--- src/rtl/mdet_pkg.sv ---
// Package: shared constants, types and state encodings of the matrix determinant block.
`timescale 1ns / 1ps
`default_nettype none
package mdet_pkg;

    localparam int MAX_ORDER   = 8;
    localparam int ELEM_W      = 16;
    localparam int MAG_W       = 16;
    localparam int CFG_W       = 4;
    localparam int RES_W       = 64;
    localparam int ORD_W       = $clog2(MAX_ORDER + 1);
    localparam int IDX_W       = (MAX_ORDER > 1) ? $clog2(MAX_ORDER) : 1;
    localparam int STORE_DEPTH = MAX_ORDER * MAX_ORDER;
    localparam int ADDR_W      = (STORE_DEPTH > 1) ? $clog2(STORE_DEPTH) : 1;
    localparam int CNT_W       = $clog2(STORE_DEPTH + 1);
    localparam int SUBSETS     = 1 << MAX_ORDER;
    localparam int LIMB_W      = 32;
    localparam int LIMBS       = (MAX_ORDER * 17) / 32 + 2;
    localparam int LIMB_IW     = $clog2(LIMBS);
    localparam int ROW_W       = LIMBS * LIMB_W;
    localparam int MUL_W       = LIMB_W + MAG_W;
    localparam int FIFO_DEPTH  = 2;
    localparam int FPTR_W      = 1;
    localparam int FCNT_W      = 2;
    localparam logic [CFG_W-1:0] ORDER_RESET = CFG_W'(2);

    typedef struct packed {
        logic signed [ELEM_W-1:0] element;
        logic [ADDR_W-1:0]        addr;
        logic                     last;
        logic [ORD_W-1:0]         order;
    } entry_t;

    typedef enum logic [2:0] {
        B_IDLE,
        B_INIT,
        B_MASK,
        B_ROW,
        B_MAC,
        B_DONE
    } back_state_t;

endpackage
`default_nettype wire

--- src/rtl/mdet_front.sv ---
// Front end: holds the order register, counts loaded elements and tags each request.
`timescale 1ns / 1ps
`default_nettype none
module mdet_front (
    input  wire logic                                clk,
    input  wire logic                                rst_n,
    input  wire logic                                push,
    input  wire logic signed [mdet_pkg::ELEM_W-1:0]  element,
    input  wire logic                                cfg_wr_en,
    input  wire logic [mdet_pkg::CFG_W-1:0]          cfg_wr_data,
    input  wire logic                                fifo_full,
    output logic                                     fifo_wr,
    output mdet_pkg::entry_t                         fifo_entry
);

    logic [mdet_pkg::CFG_W-1:0]   order_reg;
    logic [mdet_pkg::CNT_W-1:0]   cnt_reg;
    logic [mdet_pkg::CNT_W-1:0]   cnt_next;
    logic [mdet_pkg::ORD_W-1:0]   eff_order;
    logic [2*mdet_pkg::ORD_W-1:0] elem_total;
    logic                         last;

    always_comb
    begin
        if (order_reg == '0)
        begin
            eff_order = mdet_pkg::ORD_W'(1);
        end
        else if (32'(order_reg) > mdet_pkg::MAX_ORDER)
        begin
            eff_order = mdet_pkg::ORD_W'(mdet_pkg::MAX_ORDER);
        end
        else
        begin
            eff_order = mdet_pkg::ORD_W'(order_reg);
        end
        elem_total = (2*mdet_pkg::ORD_W)'(eff_order) * (2*mdet_pkg::ORD_W)'(eff_order);
        cnt_next   = cnt_reg + mdet_pkg::CNT_W'(1);
        last       = (32'(cnt_next) == 32'(elem_total));
    end

    assign fifo_wr                = push && !fifo_full;
    assign fifo_entry.element     = element;
    assign fifo_entry.addr        = cnt_reg[mdet_pkg::ADDR_W-1:0];
    assign fifo_entry.last        = last;
    assign fifo_entry.order       = eff_order;

    always_ff @(posedge clk or negedge rst_n)
    begin
        if (!rst_n)
        begin
            order_reg <= mdet_pkg::ORDER_RESET;
            cnt_reg   <= '0;
        end
        else if (cfg_wr_en)
        begin
            order_reg <= cfg_wr_data;
            cnt_reg   <= '0;
        end
        else if (fifo_wr)
        begin
            cnt_reg <= last ? '0 : cnt_next;
        end
    end

endmodule
`default_nettype wire

--- config.mk ---
export PLATFORM = sky130hd
export DESIGN_NAME = mdet_front
export DESIGN_NICKNAME = d
export VERILOG_FILES = /design/src/rtl/mdet_pkg.sv /design/src/rtl/mdet_front.sv
export SDC_FILE = /design/constraint.sdc
export NUM_CORES = 1
export LEC_CHECK = 0
export BUFFER_PORTS_ARGS = -buffer_cell sky130_fd_sc_hd__buf_2
export CORE_ASPECT_RATIO = 1.5
export CORE_MARGIN = 2
export CORE_UTILIZATION = 51
export CTS_BUF_LIST = sky130_fd_sc_hd__clkbuf_4 sky130_fd_sc_hd__clkbuf_8
export CTS_CLUSTER_SIZE = 14
export DETAILED_ROUTE_END_ITERATION = 7
export PLACE_DENSITY = 0.84
export SYNTH_ARGS = -nofsm -noshare
export SYNTH_HDL_FRONTEND = slang
export SYNTH_SLANG_ARGS = --single-unit
--- constraint.sdc ---
create_clock -name clk -period 7.6 [get_ports clk]
set_clock_uncertainty 0.1 [all_clocks]
set_input_delay 2.28 -clock clk [delete_from_list [all_inputs] [get_ports clk]]
set_output_delay 2.28 -clock clk [all_outputs]
set_load 0.05 [all_outputs]
; ---- After elaboration in Yosys (flattened, before gate mapping)
; Index checks and enable logic that the tools add are counted.
[op_classes]
multipliers = 1
n_reduce_logical = 4
n_addsub = 1
n_eq_ne = 1
mux = 5
order_cmp = 1
[ops]
columns = op, n
row1 = two-way mux 7 bit, 3
row2 = == test 7 x 8 -> 1 bit, 1
row3 = multiplier 4 x 4 -> 8 bit, 1
row4 = two-way mux 4 bit, 2
row5 = "adder 7 x 1 -> 7 bit, second input constant", 1
row6 = "greater-than comparator 4 bit, second input constant", 1
row7 = zero test 4 bit, 1
row8 = nonzero test 2 bit, 1
row9 = logical AND 1 bit, 1
row10 = zero test 1 bit, 1
[totals]
ff_bits = 11
out_inout_bits = 28
in_bits = 25
word_cells = 15

; ---- Logic depth before layout (Yosys ltp)
[depth]
depth_word = 8
ltp_mapped = 12
mapped_depth_nobuf = 11

; ---- Least setup slack after synthesis
; OpenSTA, ideal clock, no wires.
[synth_path]
kind = register -> output
start = register order_reg[3] (netlist name)
end = output fifo_entry[4] (netlist name)
path_stages_with_launch = 13
arrival_ns = 3.506
t_required_ns = 5.220
n_path_buf = 2
path_slack_ns = 1.714
path_cell_list = dfrtp_1 buf_4 nor2b_1 nor2b_1 and2_1 inv_1 fa_1 nor2b_1 o21a_1 xnor3_1 or3_4 a211oi_2 buf_4
[synth_lines]
columns = element, line
row1 = "start, declared", mdet_front.sv:16  ; logic [mdet_pkg::CFG_W-1:0] order_reg;
row2 = "start signal, assigned", mdet_front.sv:52  ; order_reg <= mdet_pkg::ORDER_RESET;
row3 = "start signal, assigned", mdet_front.sv:57  ; order_reg <= cfg_wr_data;
row4 = "end, declared", mdet_front.sv:13  ; output mdet_pkg::entry_t fifo_entry

==> reports/results.txt <==
The flow ran to the end, and the final reports show no timing, DRC or antenna violations. Data arrives at the worst endpoint at 3.41 ns. For the number of H-tree levels, the log shows 1. After legalization and detailed placement, the total HPWL measured 1.63 mm. Setup repair after global routing left no endpoint under its margin. Average footprint of a synthesized cell: 9.36 um^2. The net count of the finished layout is 144. The number of gates resized after CTS was 0.

The fraction of layout cells with a size suffix above 1 was 0.319; the area share of the largest cell type after synthesis was 0.233. The number of global-route vias before repair was 763. For this run, design rule violations remaining after detail routing come to 0. The final global-route overflow total is 0. The run gives 0.26 ns as the clock latency reported for the late side of the worst-skew pair. The tightest min-delay check is of the flip-flop to flip-flop type.

Setup violations remaining at the end of the flow were counted as 0. The max-capacitance violation count is 0. The area inside the core boundary was 2000 um^2. The final cell utilization of the core was 0.522. In the layout the commonest cells are sky130_fd_sc_hd__buf_2, sky130_fd_sc_hd__dfrtp_1, sky130_fd_sc_hd__xnor2_1. Summed over all cells, the static leakage comes to 0.483 nW. Power comes to 0.159 mW. The final-layout fill cell count was 207; the global placement routability congestion was 0.838. In this run, post-CTS hold repair placed 0 buffers. During synthesis, Yosys emitted a total of 0 warnings. For this design the ratio of total power to cell area is 152 nW/um^2.

The max-slew violation total from the final report is 0, and the final critical delay including setup and external delays is 5.79 ns. The die height is 60.3 um, and the clock transition at the register clock pins on the worst setup and hold paths after CTS is 0.06 ns. Port buffering added 20 buffers. The number of antenna violations at the first check in global routing came out at 0.

In this run the cell area of the synthesized design comes to 1080 um^2. Final worst-path setup slack: 1.81 ns. The final layout contains routed wiring with a total length of 1.96 mm. The tools report the overall routing resource usage as 0.172. Counting the buffers created by CTS gives 3.

In this run the count of I/O pins placed on the die edge is 53. The peak supply drop was 0.114 mV. The type of the worst setup path is flip-flop to output port. The maximum achievable frequency is 173 MHz. Counting every sink on the clock net gives 11.

From synthesis to final layout, the design area changed by -2.91%. The number of unique standard cell types used by synthesis was 38. For this block, the initial DRC count from the detailed router was 15. The first global-routing pass estimated 3.19 mm of wire.

Synthesis handed over a netlist of 115 instances. Measured along the x axis, the die boundary spans 41.5 um. By area the synthesized netlist is led by sky130_fd_sc_hd__dfrtp_1, sky130_fd_sc_hd__buf_4, sky130_fd_sc_hd__xnor2_1, sky130_fd_sc_hd__xor2_1, sky130_fd_sc_hd__ha_1.

The detailed-router iteration count before antenna repair was 4. The run gives 767 as the via count. The cell type with the highest aggregate area in the netlist was sky130_fd_sc_hd__dfrtp_1. After synthesis the netlist holds a flip-flop and latch count of 11.

The starting utilization of the core area was 0.538. The run gives 14 as the largest net degree at the start of global routing. The library cell used most frequently in the layout, excluding fill and tap cells, is sky130_fd_sc_hd__buf_2.

The fraction of the yosys area taken by sequential cells was 0.257. Prior to clock tree synthesis, the placed netlist has a worst setup slack of 2.09 ns. The number of hold violations in the final report was 0; the number of antenna cells inserted was 0. The endpoint type of the worst setup path is an output port. TritonCTS built the clock tree. The final worst-path cycle share was 0.762; the via-per-instance ratio was 5.68. The number of nets with antenna violations after routing came out at 0. The critical-path maximum fanout came out at 10. The final sum of negative setup slack was 0 ns.

In this run the post-CTS setup repair buffer count came out at 0. At the worst endpoint, the required time is 5.22 ns. The root buffer cell chosen for the clock tree is sky130_fd_sc_hd__clkbuf_4. The floorplan has 20 rows. No sink is reached through more buffers than the 2 on the longest clock path. The register with the most flip-flops in the layout has 7 of them. The worst setup path is launched from a flip-flop. The per-cell routed wire length was 14.5 um; the area of the die was 2500 um^2.
-- metal layers --
layer  track usage  wire length, um  up-vias  part of all wire
li1              -                -      365                 -
met1         0.165              727      374              0.37
met2         0.321             1090       21              0.55
met3        0.0211               71        7             0.036
met4         0.147               75        0             0.038
met5             0                0        -                 0
-- cell usage after synthesis, drive strengths merged --
| cell | count |
|---|---|
| a2111oi | 1 |
| a211oi | 1 |
| a21oi | 3 |
| a311oi | 1 |
| a31o | 1 |
| and2 | 2 |
| and3 | 3 |
| buf | 24 |
| clkbuf | 3 |
| conb | 1 |
| dfrtp | 10 |
| dfstp | 1 |
| fa | 1 |
| ha | 4 |
| inv | 4 |
| mux2 | 5 |
| nand2 | 4 |
| nand2b | 2 |
| nand3 | 3 |
| nand3b | 2 |
| nand4 | 1 |
| nor2 | 4 |
| nor2b | 3 |
| nor3 | 4 |
| o21a | 1 |
| o21ai | 3 |
| o21ba | 1 |
| o21bai | 1 |
| o221ai | 1 |
| o41ai | 2 |
| or3 | 3 |
| xnor2 | 8 |
| xnor3 | 1 |
| xor2 | 6 |
-- cell families after synthesis --
logic type      after synthesis  synth area share
simple gates                 31             0.162
buf+inv                      31             0.193
compound gates               16             0.129
xor+xnor                     15             0.135
flops                        11             0.257
fa+ha+maj                     5            0.0651
mux                           5            0.0558
other cells                   1           0.00349
-- worst max-delay path: stages, from the launching register on --
cell and delay [ns]:
sky130_fd_sc_hd__dfrtp_1 0.47, sky130_fd_sc_hd__nand2b_1 0.22, sky130_fd_sc_hd__inv_1 0.13, sky130_fd_sc_hd__and3_1 0.20
sky130_fd_sc_hd__inv_1 0.07, sky130_fd_sc_hd__fa_1 0.45, sky130_fd_sc_hd__nor2b_1 0.13, sky130_fd_sc_hd__o21a_1 0.17
sky130_fd_sc_hd__xnor3_1 0.32, sky130_fd_sc_hd__or3_4 0.41, sky130_fd_sc_hd__a211oi_2 0.26, sky130_fd_sc_hd__buf_2 0.31
-- worst paths after layout --
check / from / cells after the start / slack, ns / endpoint
worst min-delay path: cnt_reg[6] / 2 / 0.48 / cnt_reg[6]
min in group asynchronous: rst_n / 1 / 1.77 / order_reg[2]
worst min register to register: cnt_reg[6] / 2 / 0.48 / cnt_reg[6]
max in group asynchronous: rst_n / 1 / 5.38 / order_reg[1]
worst max-delay path: order_reg[3] / 11 / 1.81 / fifo_entry[4]
worst max register to register: order_reg[3] / 11 / 4.28 / cnt_reg[4]
-- layout make-up --
type,instances,area [um^2],share of cell area
repair buffers,20,100,0.0958
well taps,22,27.5,0.0263
clock buffers,4,30.0,0.0287
inverters,4,15.0,0.0144
multi-input cells,74,596,0.570
flip-flops and latches,11,277,0.265
-- per-stage QoR --
stage | cells | hold slack [ns] | instance area, um^2
6_report | 135 | 0.478 | 1040
2_1_floorplan | 116 | 0.411 | 1080
3_3_place_gp | 131 | 0.454 | 1010
3_5_place_dp | 131 | 0.466 | 1010
4_1_cts | 135 | 0.480 | 1040
5_1_grt | 135 | 0.495 | 1040
-- power breakdown --
group	leakage, nW	internal [mW]	switching (mW)
logic	0.322	0.0187	0.0325
clock network	0.0184	0.0238	0.0174
registers	0.143	0.0617	0.00462
(Power assumes the default switching activity.)
