$ cat src/rtl/mdet_pkg.sv
// Package: shared constants, types and state encodings of the matrix determinant block.
`timescale 1ns / 1ps
`default_nettype none
package mdet_pkg;

    localparam int MAX_ORDER   = 8;
    localparam int ELEM_W      = 16;
    localparam int MAG_W       = 16;
    localparam int CFG_W       = 4;
    localparam int RES_W       = 64;
    localparam int ORD_W       = $clog2(MAX_ORDER + 1);
    localparam int IDX_W       = (MAX_ORDER > 1) ? $clog2(MAX_ORDER) : 1;
    localparam int STORE_DEPTH = MAX_ORDER * MAX_ORDER;
    localparam int ADDR_W      = (STORE_DEPTH > 1) ? $clog2(STORE_DEPTH) : 1;
    localparam int CNT_W       = $clog2(STORE_DEPTH + 1);
    localparam int SUBSETS     = 1 << MAX_ORDER;
    localparam int LIMB_W      = 32;
    localparam int LIMBS       = (MAX_ORDER * 17) / 32 + 2;
    localparam int LIMB_IW     = $clog2(LIMBS);
    localparam int ROW_W       = LIMBS * LIMB_W;
    localparam int MUL_W       = LIMB_W + MAG_W;
    localparam int FIFO_DEPTH  = 2;
    localparam int FPTR_W      = 1;
    localparam int FCNT_W      = 2;
    localparam logic [CFG_W-1:0] ORDER_RESET = CFG_W'(2);

    typedef struct packed {
        logic signed [ELEM_W-1:0] element;
        logic [ADDR_W-1:0]        addr;
        logic                     last;
        logic [ORD_W-1:0]         order;
    } entry_t;

    typedef enum logic [2:0] {
        B_IDLE,
        B_INIT,
        B_MASK,
        B_ROW,
        B_MAC,
        B_DONE
    } back_state_t;

endpackage
`default_nettype wire

$ cat src/rtl/mdet_fifo.sv
// Short request queue between the front end and the determinant engine.
`timescale 1ns / 1ps
`default_nettype none
module mdet_fifo (
    input  wire logic             clk,
    input  wire logic             rst_n,
    input  wire logic             wr,
    input  wire mdet_pkg::entry_t wr_entry,
    output logic                  full,
    input  wire logic             rd,
    output mdet_pkg::entry_t      rd_entry,
    output logic                  empty
);

    mdet_pkg::entry_t             mem [mdet_pkg::FIFO_DEPTH];
    logic [mdet_pkg::FPTR_W-1:0]  wr_ptr_reg;
    logic [mdet_pkg::FPTR_W-1:0]  rd_ptr_reg;
    logic [mdet_pkg::FCNT_W-1:0]  cnt_reg;
    logic                         do_wr;
    logic                         do_rd;

    assign full     = (32'(cnt_reg) == mdet_pkg::FIFO_DEPTH);
    assign empty    = (cnt_reg == '0);
    assign do_wr    = wr && !full;
    assign do_rd    = rd && !empty;
    assign rd_entry = mem[rd_ptr_reg];

    always_ff @(posedge clk)
    begin
        if (do_wr)
        begin
            mem[wr_ptr_reg] <= wr_entry;
        end
    end

    always_ff @(posedge clk or negedge rst_n)
    begin
        if (!rst_n)
        begin
            wr_ptr_reg <= '0;
            rd_ptr_reg <= '0;
            cnt_reg    <= '0;
        end
        else
        begin
            if (do_wr)
            begin
                wr_ptr_reg <= wr_ptr_reg + mdet_pkg::FPTR_W'(1);
            end
            if (do_rd)
            begin
                rd_ptr_reg <= rd_ptr_reg + mdet_pkg::FPTR_W'(1);
            end
            if (do_wr && !do_rd)
            begin
                cnt_reg <= cnt_reg + mdet_pkg::FCNT_W'(1);
            end
            else if (do_rd && !do_wr)
            begin
                cnt_reg <= cnt_reg - mdet_pkg::FCNT_W'(1);
            end
        end
    end

endmodule
`default_nettype wire

$ cat config.mk
export PLATFORM = sky130hd
export DESIGN_NAME = mdet_fifo
export DESIGN_NICKNAME = d
export VERILOG_FILES = /design/src/rtl/mdet_pkg.sv /design/src/rtl/mdet_fifo.sv
export SDC_FILE = /design/constraint.sdc
export NUM_CORES = 1
export LEC_CHECK = 0
export CORE_ASPECT_RATIO = 1.2
export CORE_MARGIN = 8
export CORE_UTILIZATION = 50
export CTS_CLUSTER_SIZE = 12
export DETAILED_ROUTE_END_ITERATION = 6
export DONT_BUFFER_PORTS = 1
export GPL_ROUTABILITY_DRIVEN = 0
export PLACE_DENSITY_LB_ADDON = 0.08
export RECOVER_POWER = 25
export SYNTH_ARGS = -nofsm -noshare
export SYNTH_HDL_FRONTEND = slang
export SYNTH_SLANG_ARGS = --single-unit
$ cat constraint.sdc
create_clock -name clk -period 2.9 [get_ports clk]
set_clock_uncertainty 0.1 [all_clocks]
set_input_delay 0.435 -clock clk [delete_from_list [all_inputs] [get_ports clk]]
set_output_delay 0.435 -clock clk [all_outputs]
set_load 0.02 [all_outputs]
# Word level (Yosys, flattened, before mapping)
# Memory sizes are Yosys's and may differ from the RTL's.
# Cells that the tools add are included.
# op_classes
add_sub_neg	4
eq_ne	1
mux	4
n_reduce_logical	10
# op_table
cell	n
1-bit logical AND	4
1-bit logical NOT	4
2-bit 2-to-1 mux	2
1-bit adder, second input constant	2
2-bit by 1-bit adder with 2-bit output, second input constant	1
2-bit equality test, second input constant	1
2-bit logical NOT	1
1-bit 2-to-1 mux	2
2-bit nonzero test	1
2-bit by 1-bit subtractor with 2-bit output, second input constant	1
# word_totals
register_bits	4
mem_bits_rw	54
input_bits	31
output_inout_bits	29
wordCells	23
n_memories	1
# mem_list
memory	depth	width	read_ports	rd_ports_with_merged_regs	write_ports	line	source
mem	2	27	1	0	1	mdet_fifo.sv:15	mdet_pkg::entry_t mem [mdet_pkg::FIFO_DEPTH];

# Logic depth before layout (Yosys ltp)
# Gate-level depths: netlist of the first run.
# depth
depth_word	7
depth_mapped	7
mapped_depth_nobuf	7

# Worst setup path after synthesis of the first run
# OpenSTA, ideal clock, no wires.
# synth_path
kind	reg-to-reg
startpoint	register cnt_reg[0] (netlist bit)
endpoint	memory mem[0][0] (netlist bit), enable pin
setup_time_ns	0.411
t_arrival_ns	1.797
required_ns	2.389
slack_ns	0.592
stages_incl_launch_ff	4
n_path_buf	0
period_less_slack_ns	2.308
cell_sequence	dfrtp_1 -> nand2b_1 -> nand2_1 -> nor2_1
# synth_via
elab_chain_cells	5
# synth_lines
element	line	source
start: declaration	mdet_fifo.sv:18	logic [mdet_pkg::FCNT_W-1:0] cnt_reg;
start signal: assignment	mdet_fifo.sv:56	cnt_reg <= cnt_reg + mdet_pkg::FCNT_W'(1);
start signal: assignment	mdet_fifo.sv:60	cnt_reg <= cnt_reg - mdet_pkg::FCNT_W'(1);
2-bit equality test	mdet_fifo.sv:22	assign full = (32'(cnt_reg) == mdet_pkg::FIFO_DEPTH);
1-bit logical NOT	mdet_fifo.sv:24	assign do_wr = wr && !full;
1-bit logical AND	mdet_fifo.sv:24	
1-bit 2-to-1 mux	mdet_fifo.sv:30	if (do_wr)
1-bit 2-to-1 mux (not written as such)	mdet_fifo.sv:32	mem[wr_ptr_reg] <= wr_entry;
end: declaration	mdet_fifo.sv:15	
# No other way between the ends.

==> results of run 1 <==
[layer usage]
metal / global-route usage (%) / vias up / part of all wire, % / wire length, um
met4: 6.701 / 0 / 2.4 / 81
met1: 8.559 / 454 / 32 / 1089
met2: 16.56 / 43 / 50 / 1700
met3: 9.658 / 8 / 15 / 508
met5: 0 / - / 0 / 0
li1: - / 420 / - / -
[per-stage QoR]
step	std cells	setup WS [ns]	util, %	power, mW
global route	177	0.5574	57.26	2.818
detailed placement	160	0.9843	53.50	2.147
CTS	177	0.6183	57.26	2.721
finish	177	0.6531	57.26	2.674
floorplan	103	0.5919	-	2.063
global placement	160	0.9955	53.50	2.134
[synth_stat cells (all sizes together)]
cell	instances	area (um^2)
edfxtp	54	1622
xnor2	3	26.28
inv	2	7.510
dfrtp	4	100.1
mux2	27	375.4
o21ai	1	5.000
nor2	3	11.26
xor2	2	17.52
nand2	1	3.750
ha	1	12.51
nand2b	1	6.260
buf	3	51.30
and3	1	6.260
[report_power, final]
part / total (mW) / switching (mW) / internal (mW)
sequential: 1.31 / 0.158 / 1.15
clock: 0.561 / 0.268 / 0.293
combinational: 0.803 / 0.457 / 0.347
total: 2.67 / 0.884 / 1.79
[worst register-to-register path, cell delays in order (launching register included)]
cell and delay (ns):
dfrtp_1 0.43, nand2b_1 0.19, nand2_1 0.14, inv_1 0.06, ha_1 0.20, xor2_1 0.14, nor2_1 0.12, xor2_1 0.15
[cells by family (layout without fill, tap and decap cells)]
group / Yosys count / in the layout / synth area share (%)
AOI/OAI and AO/OA: 1 / 1 / 0.2228
buffers and inverters: 5 / 23 / 2.620
adders and majority gates: 1 / 1 / 0.5573
muxes: 27 / 27 / 16.72
DFF: 58 / 58 / 76.70
xor gates and xnor gates: 5 / 5 / 1.951
and+or+nand+nor: 6 / 6 / 1.226
[final timing paths]
kind                            slack (ns)      endpoint    startpoint
worst max-delay path                  0.65  rd_entry[11]    rd_ptr_reg
worst min-delay path                  0.11    mem[0][18]  wr_entry[18]
worst max register to register        1.30    cnt_reg[1]    cnt_reg[0]
worst min register to register        0.41    wr_ptr_reg    wr_ptr_reg
max in group asynchronous             2.23    rd_ptr_reg         rst_n
min in group asynchronous             0.28    wr_ptr_reg         rst_n
[cell type report]
type                       count  area, um^2  share of cell area (%)
sequential                    58        1723                   70.08
multi-input combinational     40       466.7                   18.98
clock buffer                  10       127.6                   5.191
tap                           56       70.07                   2.850
timing repair buffer           5       40.04                   1.628
clock inverter                 6       23.77                  0.9669
inverter                       2       7.507                  0.3053
[timing repair]
action,in CTS,in global routing
endpoints found under the hold margin,4,0
hold buffers,1,0
buffers inserted,0,0
==> flow_summary.ini, run 1 <==
[status]
status = finished clean

[worst_setup_path]
crit_buf_inv = 0
cpLargestDelayFamily = flip-flops
crit_chain = mux2_2
worst-path-stages = 1
critPathArrivalTime_ns = 1.71
path_class = reg2out
required_ns = 2.37
ff2ff_path_depth = 7
worst_setup_path_end_kind = output port
worstPathMaxFanout = 28
slowest_delay_ns = 0.89
crit_slowest_cell = dfrtp_2
critPathLaunchType = flip-flop

[floorplanning]
dieArea_mm2 = 0.006898
die_w_um = 77.17
coreArea_mm2 = 0.004294
die_h_um = 89.40
fp-row-count = 26
pin_count = 60
start_util_pct = 52.27

[timing]
finalHoldViolations = 0
tns_ns = 0
finalMaxSlewViolations = 0
fin_crit_ns = 2.247
rsz0062_at_grt = no
relSlewSlack_pct = 45.41
tightest_slew_ns = 0.8189
fin_worst_hold_slack_ns = 0.1062
post-route-period-util_pct = 77.48
timing.fmax_mhz = 445.1
setup_viol = 0

[cts]
clk_latency_ns = 0.32
cts_tree = yes
root_buffer = clkbuf_8
numCtsBuffers = 9
htreeDepth = 3
clkSinkCount = 58
clkSlewWorstSetupHoldPaths_ns = 0.06
cts_resized = 0
clockBufferDepth = 2

[power_and_ir_drop]
power.density_mw_per_mm2 = 1087
leakagePower_nw = 0.8935
ir_worst_vdd_mv = 0.8405

[drt]
wire_per_inst_um = 19.10
firstDrtPassIters = 2
vias = 925
drt_wl_total_um = 3380
drt_iter0_drc = 38
ant_nets = 0
viasPerCell = 5.226
drcViolationCount = 0

[finish]
drive_gt1_share_pct = 35.54
fillers = 351
final_common_cell = edfxtp_1
largest_reg_flops = 54
area_growth_pct = 9.532
finish.net_count = 148
final_cell_mix = edfxtp_1, mux2_4, clkbuf_8, mux2_2, clkinv_1
design_area_mm2 = 0.002459
n_antenna_cell = 0

[hold_path]
hold_class = in2reg
min_path_cells = 0

[placed_design]
dp_hpwl_um = 2367
place_area_mm2 = 0.002297
numPortBuffers = 0

[logic_synthesis]
postSynthAreaPerCell_um2 = 21.79
synth_warnings = 0
syn_area_mm2 = 0.002245
ys_seq_elements = 58
ys_seq_area_share_pct = 76.70
synthCells = 103
mappedNetlistNets = 135
synth_cell_types = 15

[run]
cap_violations = 0

[grt]
grt_pass1_wl_um = 5133
grt_pass1_vias = 1033
grt_use_total_pct = 10.59
grt_overflow = 0
grt_max_degree = 29
antenna_found_initial = 0
Power figures use the tool's default switching activity.
==> run 2: changes to the inputs <==
Clock period 2.9 ns to 1.9 ns, I/O delays scaled along.
==> run 2 against run 1 <==
Compared with the run above: wire length rose by 7.8%; final area rose by 14%; sequential cell count did not move; via count rose by 10%; non-clock buffer count rose by 28; clock power rose by 110%; total power rose by 68%; largest cell class unchanged.
==> flow_summary.ini, run 2 (synthesized netlist as in run 1, its figures left out) <==
[power_and_ir_drop]
power.density_mw_per_mm2 = 1602
finalPower_mw = 4.493
ir_worst_vdd_mv = 1.017
leakagePower_nw = 1.043

[drt]
drcViolationCount = 0
firstDrtPassIters = 4
viasPerCell = 4.976
wire_per_inst_um = 17.78
drt_wl_total_um = 3645
vias = 1020
ant_nets = 0
drt_iter0_drc = 61

[worst_setup_path]
worst-path-stages = 2
path_class = reg2out
worst_setup_path_end_kind = output port
ff2ff_path_depth = 7
crit_chain = buf_12 > mux2_2
worstPathMaxFanout = 28
critPathLaunchType = flip-flop
critPathArrivalTime_ns = 1.38
cpLargestDelayFamily = multiplexers
slowest_delay_ns = 0.43
required_ns = 1.51
crit_slowest_cell = mux2_2
crit_buf_inv = 1

[placed_design]
dp_hpwl_um = 2580
numPortBuffers = 0
dp.cells = 161
place_area_mm2 = 0.002316
place_ws_ns = 0.3042

[finish]
layout.cells.non_filler = 205
fillers = 308
design_area_mm2 = 0.002805
final_common_cell = edfxtp_1
utilization_pct = 65.33
finish.net_count = 176
final_cell_mix = edfxtp_1, dlygate4sd3_1, mux2_4, clkbuf_8, mux2_2
area_growth_pct = 24.97
largest_reg_flops = 54
drive_gt1_share_pct = 31.54
n_antenna_cell = 0

[floorplanning]
dieArea_mm2 = 0.006898
die_w_um = 77.17
fp-row-count = 26
coreArea_mm2 = 0.004294
pin_count = 60
die_h_um = 89.40
start_util_pct = 52.27

[timing]
setup_viol = 0
tightest_slew_ns = 0.3926
fin_crit_ns = 1.760
tns_ns = 0
post-route-period-util_pct = 92.65
timing.fmax_mhz = 568.1
finalMaxSlewViolations = 0
fin_worst_hold_slack_ns = 0.1005
rsz0062_at_grt = no
relSlewSlack_pct = 73.73
finalHoldViolations = 0
worst_slack_ns = 0.1397

[cts]
clk_latency_ns = 0.33
numCtsBuffers = 9
clkSlewWorstSetupHoldPaths_ns = 0.06
clockBufferDepth = 2
cts_tree = yes
clkSinkCount = 58
htreeDepth = 3
cts_resized = 0
root_buffer = clkbuf_8

[grt]
grt_pass1_vias = 1147
antenna_found_initial = 0
grt_pass1_wl_um = 5692
grt_overflow = 0
grt_use_total_pct = 11.49
grt_max_degree = 29

[run]
cap_violations = 0

[hold_path]
min_path_cells = 2
hold_class = in2reg

[status]
status = finished clean
==> run 2: final cells by class <==
| type | instances | area [um^2] | share of cell area [%] |
|---|---|---|---|
| Clock buffer | 10 | 127.6 | 4.549 |
| Multi-Input combinational cell | 40 | 466.7 | 16.64 |
| Sequential cell | 58 | 1722 | 61.37 |
| Inverter | 2 | 7.507 | 0.2676 |
| Clock inverter | 6 | 81.33 | 2.899 |
| Timing Repair Buffer | 33 | 330.3 | 11.78 |
| Tap cell | 56 | 70.07 | 2.498 |
==> run 2: final timing paths <==
path / from / end / slack, ns
worst max register to register: cnt_reg[0] / cnt_reg[1] / 0.29
worst min-delay path: wr / wr_ptr_reg / 0.10
max in group asynchronous: rst_n / rd_ptr_reg / 1.37
worst max-delay path: rd_ptr_reg / rd_entry[11] / 0.14
worst min register to register: cnt_reg[1] / cnt_reg[1] / 0.42
min in group asynchronous: rst_n / cnt_reg[1] / 0.14
==> run 2: routing by layer <==
| layer | GRT usage [%] | routed length (um) | share of wire [%] |
|---|---|---|---|
| met2 | 19.79 | 2030 | 56 |
| met3 | 6.841 | 303 | 8.3 |
| met4 | 8.247 | 85 | 2.3 |
| met5 | 0 | 0 | 0 |
| met1 | 9.718 | 1225 | 34 |
==> run 2: where the power goes <==
group | leakage, nW | internal, mW | switching, mW
clock | 0.104 | 0.728 | 0.440
combinational | 0.391 | 0.600 | 0.868
sequential | 0.548 | 1.76 | 0.102
total | 1.04 | 3.08 | 1.41
==> run 2: worst register-to-register path, cell delays in order, from the launching register on <==
cell	delay (ns)
dfrtp_1	0.43
nand2b_1	0.20
nand2_1	0.15
inv_1	0.06
ha_1	0.20
xor2_1	0.14
nor2_1	0.11
xor2_1	0.15
==> run 2: repair_timing <==
action	4_1_cts	5_1_grt
endpoints found under the setup margin	0	0
hold buffers	28	0
hold endpoints to repair	58	0
setup buffers	0	0
